### src/rtl/ccm_pkg.sv
// types, constants and mapping functions for the color map
package ccm_pkg;

  localparam int unsigned FracWidth = 18;
  localparam int unsigned ChanWidth = 8;
  localparam int unsigned ColorWidth = 24;

  localparam logic [16:0] OneFx = 17'h10000;

  // rainbow segments, taken from the integer part of 5*x+1
  localparam logic [2:0] SegMagentaBlue = 3'd1;
  localparam logic [2:0] SegBlueCyan = 3'd2;
  localparam logic [2:0] SegCyanGreen = 3'd3;
  localparam logic [2:0] SegGreenYellow = 3'd4;

  typedef enum logic [1:0] {
    RegUseRainbow = 2'd0,
    RegMinColor   = 2'd1,
    RegMaxColor   = 2'd2
  } ccm_reg_t;

  typedef struct packed {
    logic                  use_rainbow;
    logic [ColorWidth-1:0] start_color;
    logic [ColorWidth-1:0] end_color;
  } ccm_cfg_t;

  typedef struct packed {
    logic [ChanWidth-1:0] red;
    logic [ChanWidth-1:0] green;
    logic [ChanWidth-1:0] blue;
  } ccm_rgb_t;

  function automatic ccm_rgb_t rainbow_map(logic signed [FracWidth-1:0] x);
    logic [16:0] xc;
    logic [18:0] h;
    logic [2:0]  seg;
    logic [15:0] f;
    logic [16:0] n;
    logic [24:0] s;
    logic [7:0]  v;
    ccm_rgb_t    rgb;
    if (x < 0) begin
      xc = '0;
    end else if (x > $signed({1'b0, OneFx})) begin
      xc = OneFx;
    end else begin
      xc = x[16:0];
    end
    h = {xc, 2'b00} + {2'b00, xc} + {2'b00, OneFx};
    seg = h[18:16];
    f = h[15:0];
    // odd segments fall, even segments rise
    n = seg[0] ? (OneFx - {1'b0, f}) : {1'b0, f};
    s = {n, 8'h00} - {8'h00, n} + 25'h0008000;
    v = s[23:16];
    case (seg) inside
      [3'd0:SegMagentaBlue]: begin
        rgb = '{red: v, green: 8'd0, blue: 8'd255};
      end
      SegBlueCyan: begin
        rgb = '{red: 8'd0, green: v, blue: 8'd255};
      end
      SegCyanGreen: begin
        rgb = '{red: 8'd0, green: 8'd255, blue: v};
      end
      SegGreenYellow: begin
        rgb = '{red: v, green: 8'd255, blue: 8'd0};
      end
      default: begin
        rgb = '{red: 8'd255, green: v, blue: 8'd0};
      end
    endcase
    return rgb;
  endfunction

  function automatic logic [ChanWidth-1:0] blend_chan(logic signed [FracWidth-1:0] x,
                                                      logic [ChanWidth-1:0] lo,
                                                      logic [ChanWidth-1:0] hi);
    logic signed [8:0]  d;
    logic signed [26:0] prod;
    logic signed [26:0] v;
    logic signed [26:0] r;
    logic [ChanWidth-1:0] res;
    d = $signed({1'b0, hi}) - $signed({1'b0, lo});
    prod = 27'(x) * 27'(d);
    v = prod + $signed({3'b000, lo, 16'h0000});
    r = (v + 27'sd32768) >>> 16;
    if (v < 0) begin
      res = '0;
    end else if (r > 27'sd255) begin
      res = 8'd255;
    end else begin
      res = r[7:0];
    end
    return res;
  endfunction

endpackage

### src/rtl/cluster_color_map_top.sv
// cluster color map: input register, mapping logic, result register
// an accepted input word passes through the input register, then the result register
// throughput: one word per cycle; the only limit is the output stall
// the two registers form a stalling pipeline, in_stall is high only when both are full
// reset (rst, synchronous) empties both stages and loads use_rainbow=1,
// start_color=0xffffff, end_color=0
module cluster_color_map_top
  import ccm_pkg::*;
(
  input  logic                        clk,
  input  logic                        rst,
  input  logic                        in_valid,
  output logic                        in_stall,
  input  logic signed [FracWidth-1:0] fraction,
  output logic                        out_valid,
  input  logic                        out_stall,
  output logic [ChanWidth-1:0]        red,
  output logic [ChanWidth-1:0]        green,
  output logic [ChanWidth-1:0]        blue,
  input  logic                        cfg_write_en,
  input  logic [1:0]                  cfg_index,
  input  logic [ColorWidth-1:0]       cfg_data
);

  ccm_cfg_t                    cfg;
  logic                        s1_valid;
  logic signed [FracWidth-1:0] s1_fraction;
  logic                        out_free;
  ccm_rgb_t                    map_rgb;

  assign out_free = !out_valid || !out_stall;
  assign in_stall = s1_valid && !out_free;

  always_ff @(posedge clk) begin
    if (rst) begin
      cfg.use_rainbow <= 1'b1;
      cfg.start_color <= 24'hffffff;
      cfg.end_color   <= 24'h000000;
    end else if (cfg_write_en) begin
      case (cfg_index)
        RegUseRainbow: cfg.use_rainbow <= cfg_data[0];
        RegMinColor:   cfg.start_color <= cfg_data;
        RegMaxColor:   cfg.end_color <= cfg_data;
        default: ;
      endcase
    end
  end

  always_ff @(posedge clk) begin
    if (rst) begin
      s1_valid  <= 1'b0;
      out_valid <= 1'b0;
    end else begin
      if (!in_stall) begin
        s1_valid <= in_valid;
      end
      if (out_free) begin
        out_valid <= s1_valid;
      end
    end
  end

  always_ff @(posedge clk) begin
    if (in_valid && !in_stall) begin
      s1_fraction <= fraction;
    end
    if (out_free && s1_valid) begin
      red   <= map_rgb.red;
      green <= map_rgb.green;
      blue  <= map_rgb.blue;
    end
  end

  ccm_map u_map (
    .cfg      (cfg),
    .fraction (s1_fraction),
    .rgb      (map_rgb)
  );

endmodule

### src/rtl/ccm_map.sv
// combinational color mapping: rainbow or min/max blend
module ccm_map
  import ccm_pkg::*;
(
  input  ccm_cfg_t                     cfg,
  input  logic signed [FracWidth-1:0]  fraction,
  output ccm_rgb_t                     rgb
);

  ccm_rgb_t rainbow_rgb;
  ccm_rgb_t blend_rgb;

  always_comb begin
    rainbow_rgb = rainbow_map(fraction);
    blend_rgb.red   = blend_chan(fraction, cfg.start_color[23:16], cfg.end_color[23:16]);
    blend_rgb.green = blend_chan(fraction, cfg.start_color[15:8], cfg.end_color[15:8]);
    blend_rgb.blue  = blend_chan(fraction, cfg.start_color[7:0], cfg.end_color[7:0]);
    rgb = cfg.use_rainbow ? rainbow_rgb : blend_rgb;
  end

endmodule

### config.mk
export PLATFORM = sky130hd
export DESIGN_NAME = cluster_color_map_top
export DESIGN_NICKNAME = d
export VERILOG_FILES = /design/src/rtl/ccm_pkg.sv /design/src/rtl/cluster_color_map_top.sv /design/src/rtl/ccm_map.sv
export SDC_FILE = /design/constraint.sdc
export NUM_CORES = 1
export LEC_CHECK = 0
export BUFFER_PORTS_ARGS = -buffer_cell sky130_fd_sc_hd__buf_2
export CORE_UTILIZATION = 70
export DETAILED_ROUTE_END_ITERATION = 8
export PLACE_DENSITY_LB_ADDON = 0.3
export SLEW_MARGIN = 20
export SYNTH_ARGS = -nofsm -noshare
export SYNTH_HDL_FRONTEND = slang
export SYNTH_HIERARCHICAL = 1
export SYNTH_SLANG_ARGS = --single-unit
### constraint.sdc
create_clock -name clk -period 24 [get_ports clk]
set_clock_uncertainty 0.15 [all_clocks]
set_input_delay 4.8 -clock clk [delete_from_list [all_inputs] [get_ports clk]]
set_output_delay 4.8 -clock clk [all_outputs]
set_load 0.005 [all_outputs]
==> summary.txt <==
Layout
  – Most frequent cells in the layout: fa_1, inv_1, and2_1
  – FILL cells: between 2000 and 2500
  – NumNets Final: about 3300
  – Post-route design area: about 25000 um2
  – Most common cell after layout, fill and taps aside: fa_1
  – Share of layout cells above drive strength 1: between 6 and 7%
  – Ant diodes: 0
  – Area growth syn-to-layout: 4.35%

Synth
  – Post-Syn Area: between 20000 and 25000 um2
  – Syn Inst Count: between 2000 and 3000
  – Post-Syn Nets: approximately 3300
  – Library cells used by synthesis: between 90 and 100
  – Sequential share of the synthesized area: around a tenth
  – Synth Warn #: 6
  – Syn_area_per_cell: approximately 9 um2
  – Top FF cell, synth: dfxtp_1
  – Post-synth EDFFs: 42
  – Post-synth ARST share: 0%
  – Synthesis-stage register bit count: a little over 90

Setup path
  – Reg2reg start: cfg[32]
  – WP data arrival: 5210 ps
  – Crit path to: in_stall
  – Required time of the critical path: around 19000 ps
  – Reg-to-Reg End: green[7]
  – Cell mode on critical path: buf_2
  – Flop2flop setup slack: about 14000 ps
  – Worst setup SP type: input pin
  – Worst r2r path cells: 35
  – Worst path slowest cell: buf_2
  – CP top delay family: buffers and inverters
  – Critical path type: in2out
  – WP depth: 4
  – CP bufs+invs: 3
  – CP Max Fanout: 3
  – Crit path launch: out_stall
  – CP Capture Type: output pin
  – Slowest stage delay, CP: between 100 and 150 ps
  – Critical Path, Cell by Cell: buf_2 > nand3_1 > inv_1 > buf_2

Timing
  – Tcrit/Tclk final: about 42%
  – Final Hold Vio Count: 0
  – Final setup viols: 0
  – Crit path time final: about 10000 ps
  – Worst Tran Pin Value: about 1100 ps
  – Pins Over Slew Limit: 0
  – Setup TNS: 0 ps
  – Max Clock Freq: ~0.098 GHz
  – Relative slew slack: a little under a quarter
  – RSZ-0062 raised after global routing: no

CTS
  – Clk_lat worst skew: between 300 and 400 ps
  – Post-cts resize count: 0
  – Clk slew on worst S/H paths: roughly 60 ps
  – Clock Sinks: 93
  – Hold Buf Count CTS: 0
  – CTS tree: yes
  – Root buf cell: clkbuf_16
  – CTS Buf Count: 9
  – Postcts setup bufs: 0
  – CTS max path bufs: 2
  – H-Tree Depth: 3

Drt
  – Final ANT Viol Nets: 0
  – Pre-antenna DRT Iters: 8
  – Vias per cell: 6.11
  – Drt drc: 0
  – Wirelength, routed: just under 60000 um
  – Wirelength per Cell: 19.1 um
  – Detailed-route via count: between 15000 and 20000
  – Initial DRC Count: ~1500

Floorplanning
  – Row cnt: 67
  – DIE AREA: 35000 um2
  – DIE WIDTH: 187 um
  – Starting Density: between 70% and 80%
  – DIE HEIGHT: ~190 um
  – Core area: between 30000 and 40000 um2
  – I/O pins: 75

Global routing
  – Initial antenna violation count: 1
  – M1 GR Usage: between 40% and 50%
  – Largest net degree at the start of global routing: between 60 and 70
  – Gr usage total: between 30 and 40%
  – Total gr overflow: 0
  – Met3 usage: under 10%
  – Number of global-route vias before repair: 20200
  – GR peak layer: met2
  – GRT met2 Usage: 60.3%
  – Global-route wire length before repair: ~100000 um

Place
  – DP Wirelength: 44900 um
  – Placed cell area: ~25000 um2
  – Port bufs: 74
  – GP Congestion: slightly below 1

Worst hold path
  – Worst hold path class: reg2reg

Status
  – Status: finished, final reports clean

Flow run
  – Max-Cap Viols: 0

Power and ir drop
  – Worst IR drop on VDD: ~0.28 mV
  – Leak Pwr: ~0.012 uW
  – PwrDens: 137 nW/um2
  – Total Power: between 3000 and 4000 uW
state kept, by name, indices dropped and copies added, names as in the netlist:
register / cells
blue: 8
cfg: 49
green: 8
out_valid: 1
red: 8
s1_fraction: 18
s1_valid: 1
cell type report:
type                    instances  area (um2)  area share, %
multi-input cells            2016       19700           78.8
flip-flops and latches         93        2280           9.13
inverters                     397        1490           5.96
repair buffers                115         678           2.71
well taps                     448         561           2.24
clock buffers                  10         229          0.916
clock inverters                 6        70.1          0.280
metal layers:
metal / vias to the layer above / part of all wire [%]
met4: 2 / 3.0
met3: 150 / 8.8
met2: 867 / 48
met5: - / 0.022
met1: 9446 / 40
li1: 8379 / -
cell families (layout without fill, tap and decap cells):
| kind of cell | after synthesis | after routing | synth area share [%] |
|---|---|---|---|
| multiplexers | 54 | 54 | 2.26 |
| adder cells (fa/ha/maj) | 636 | 636 | 46.5 |
| AND/OR/NAND/NOR | 905 | 905 | 20.2 |
| AO/OA/AOI/OAI | 306 | 306 | 8.79 |
| flip-flops | 93 | 93 | 9.53 |
| buffers and inverters | 518 | 528 | 8.54 |
| XOR/XNOR | 115 | 115 | 4.20 |
cells in the mapped netlist (all sizes together) (4+ instances only):
master	instances	area share [%]
fa	424	35
inv	397	6.2
and2	283	7.4
ha	210	11
nand2	185	2.9
nor2	159	2.5
nand2b	111	2.9
clkbuf	105	1.7
xnor2	80	2.9
a21oi	72	1.5
o21ai	71	1.5
mux2i	54	2.3
dfxtp	51	4.3
edfxtp	42	5.3
xor2	35	1.3
nor3	28	0.61
a21o	27	0.85
nand3	22	0.46
or2	18	0.47
buf	16	0.67
nand4	16	0.44
and3	13	0.34
o31ai	13	0.43
nor4	12	0.34
o211ai	12	0.42
o21a	12	0.38
or3	12	0.31
a211o	11	0.40
a211oi	11	0.39
a31oi	10	0.26
nor2b	10	0.29
o311ai	10	0.47
o21bai	9	0.28
a21boi	7	0.22
nor3b	7	0.22
or4	7	0.23
a311o	5	0.21
a311oi	4	0.15
a31o	4	0.15
and4	4	0.15
nand3b	4	0.13
per-stage QoR:
| step | utilization (%) | setup slack [ps] | cells | hold WS, ps |
|---|---|---|---|---|
| after floorplan | - | 14090 | 2627 | 299 |
| after global placement | 73.5 | 13830 | 3069 | 310 |
| after detailed placement | 73.5 | 13850 | 3069 | 324 |
| after CTS | 74.3 | 13840 | 3085 | 339 |
| after global routing | 74.4 | 13780 | 3085 | 352 |
| final | 74.4 | 13840 | 3085 | 334 |
tightest hold or removal path: stages (launching register included):
cell      delay (ps)
dfxtp_1          310
nand2b_1          70
mux2i_1           60
how the worst min path moves through the flow:
stage / startpoint / end / slack, ps / cells past startpoint
after detailed placement: cfg[10] / cfg[10] / 320 / 2
after floorplan: cfg[0] / cfg[0] / 300 / 2
after global placement: cfg[8] / cfg[8] / 310 / 2
final: cfg[11] / cfg[11] / 330 / 2
after CTS: cfg[0] / cfg[0] / 340 / 2
after global routing: cfg[10] / cfg[10] / 350 / 2
power breakdown:
| group | switching (uW) | internal (uW) | total (uW) |
|---|---|---|---|
| combinational | 1860 | 1230 | 3080 |
| clock | 76.9 | 81.9 | 159 |
| sequential | 5.84 | 188 | 194 |
| total | 1940 | 1500 | 3430 |
Power figures use the tool's default switching activity.
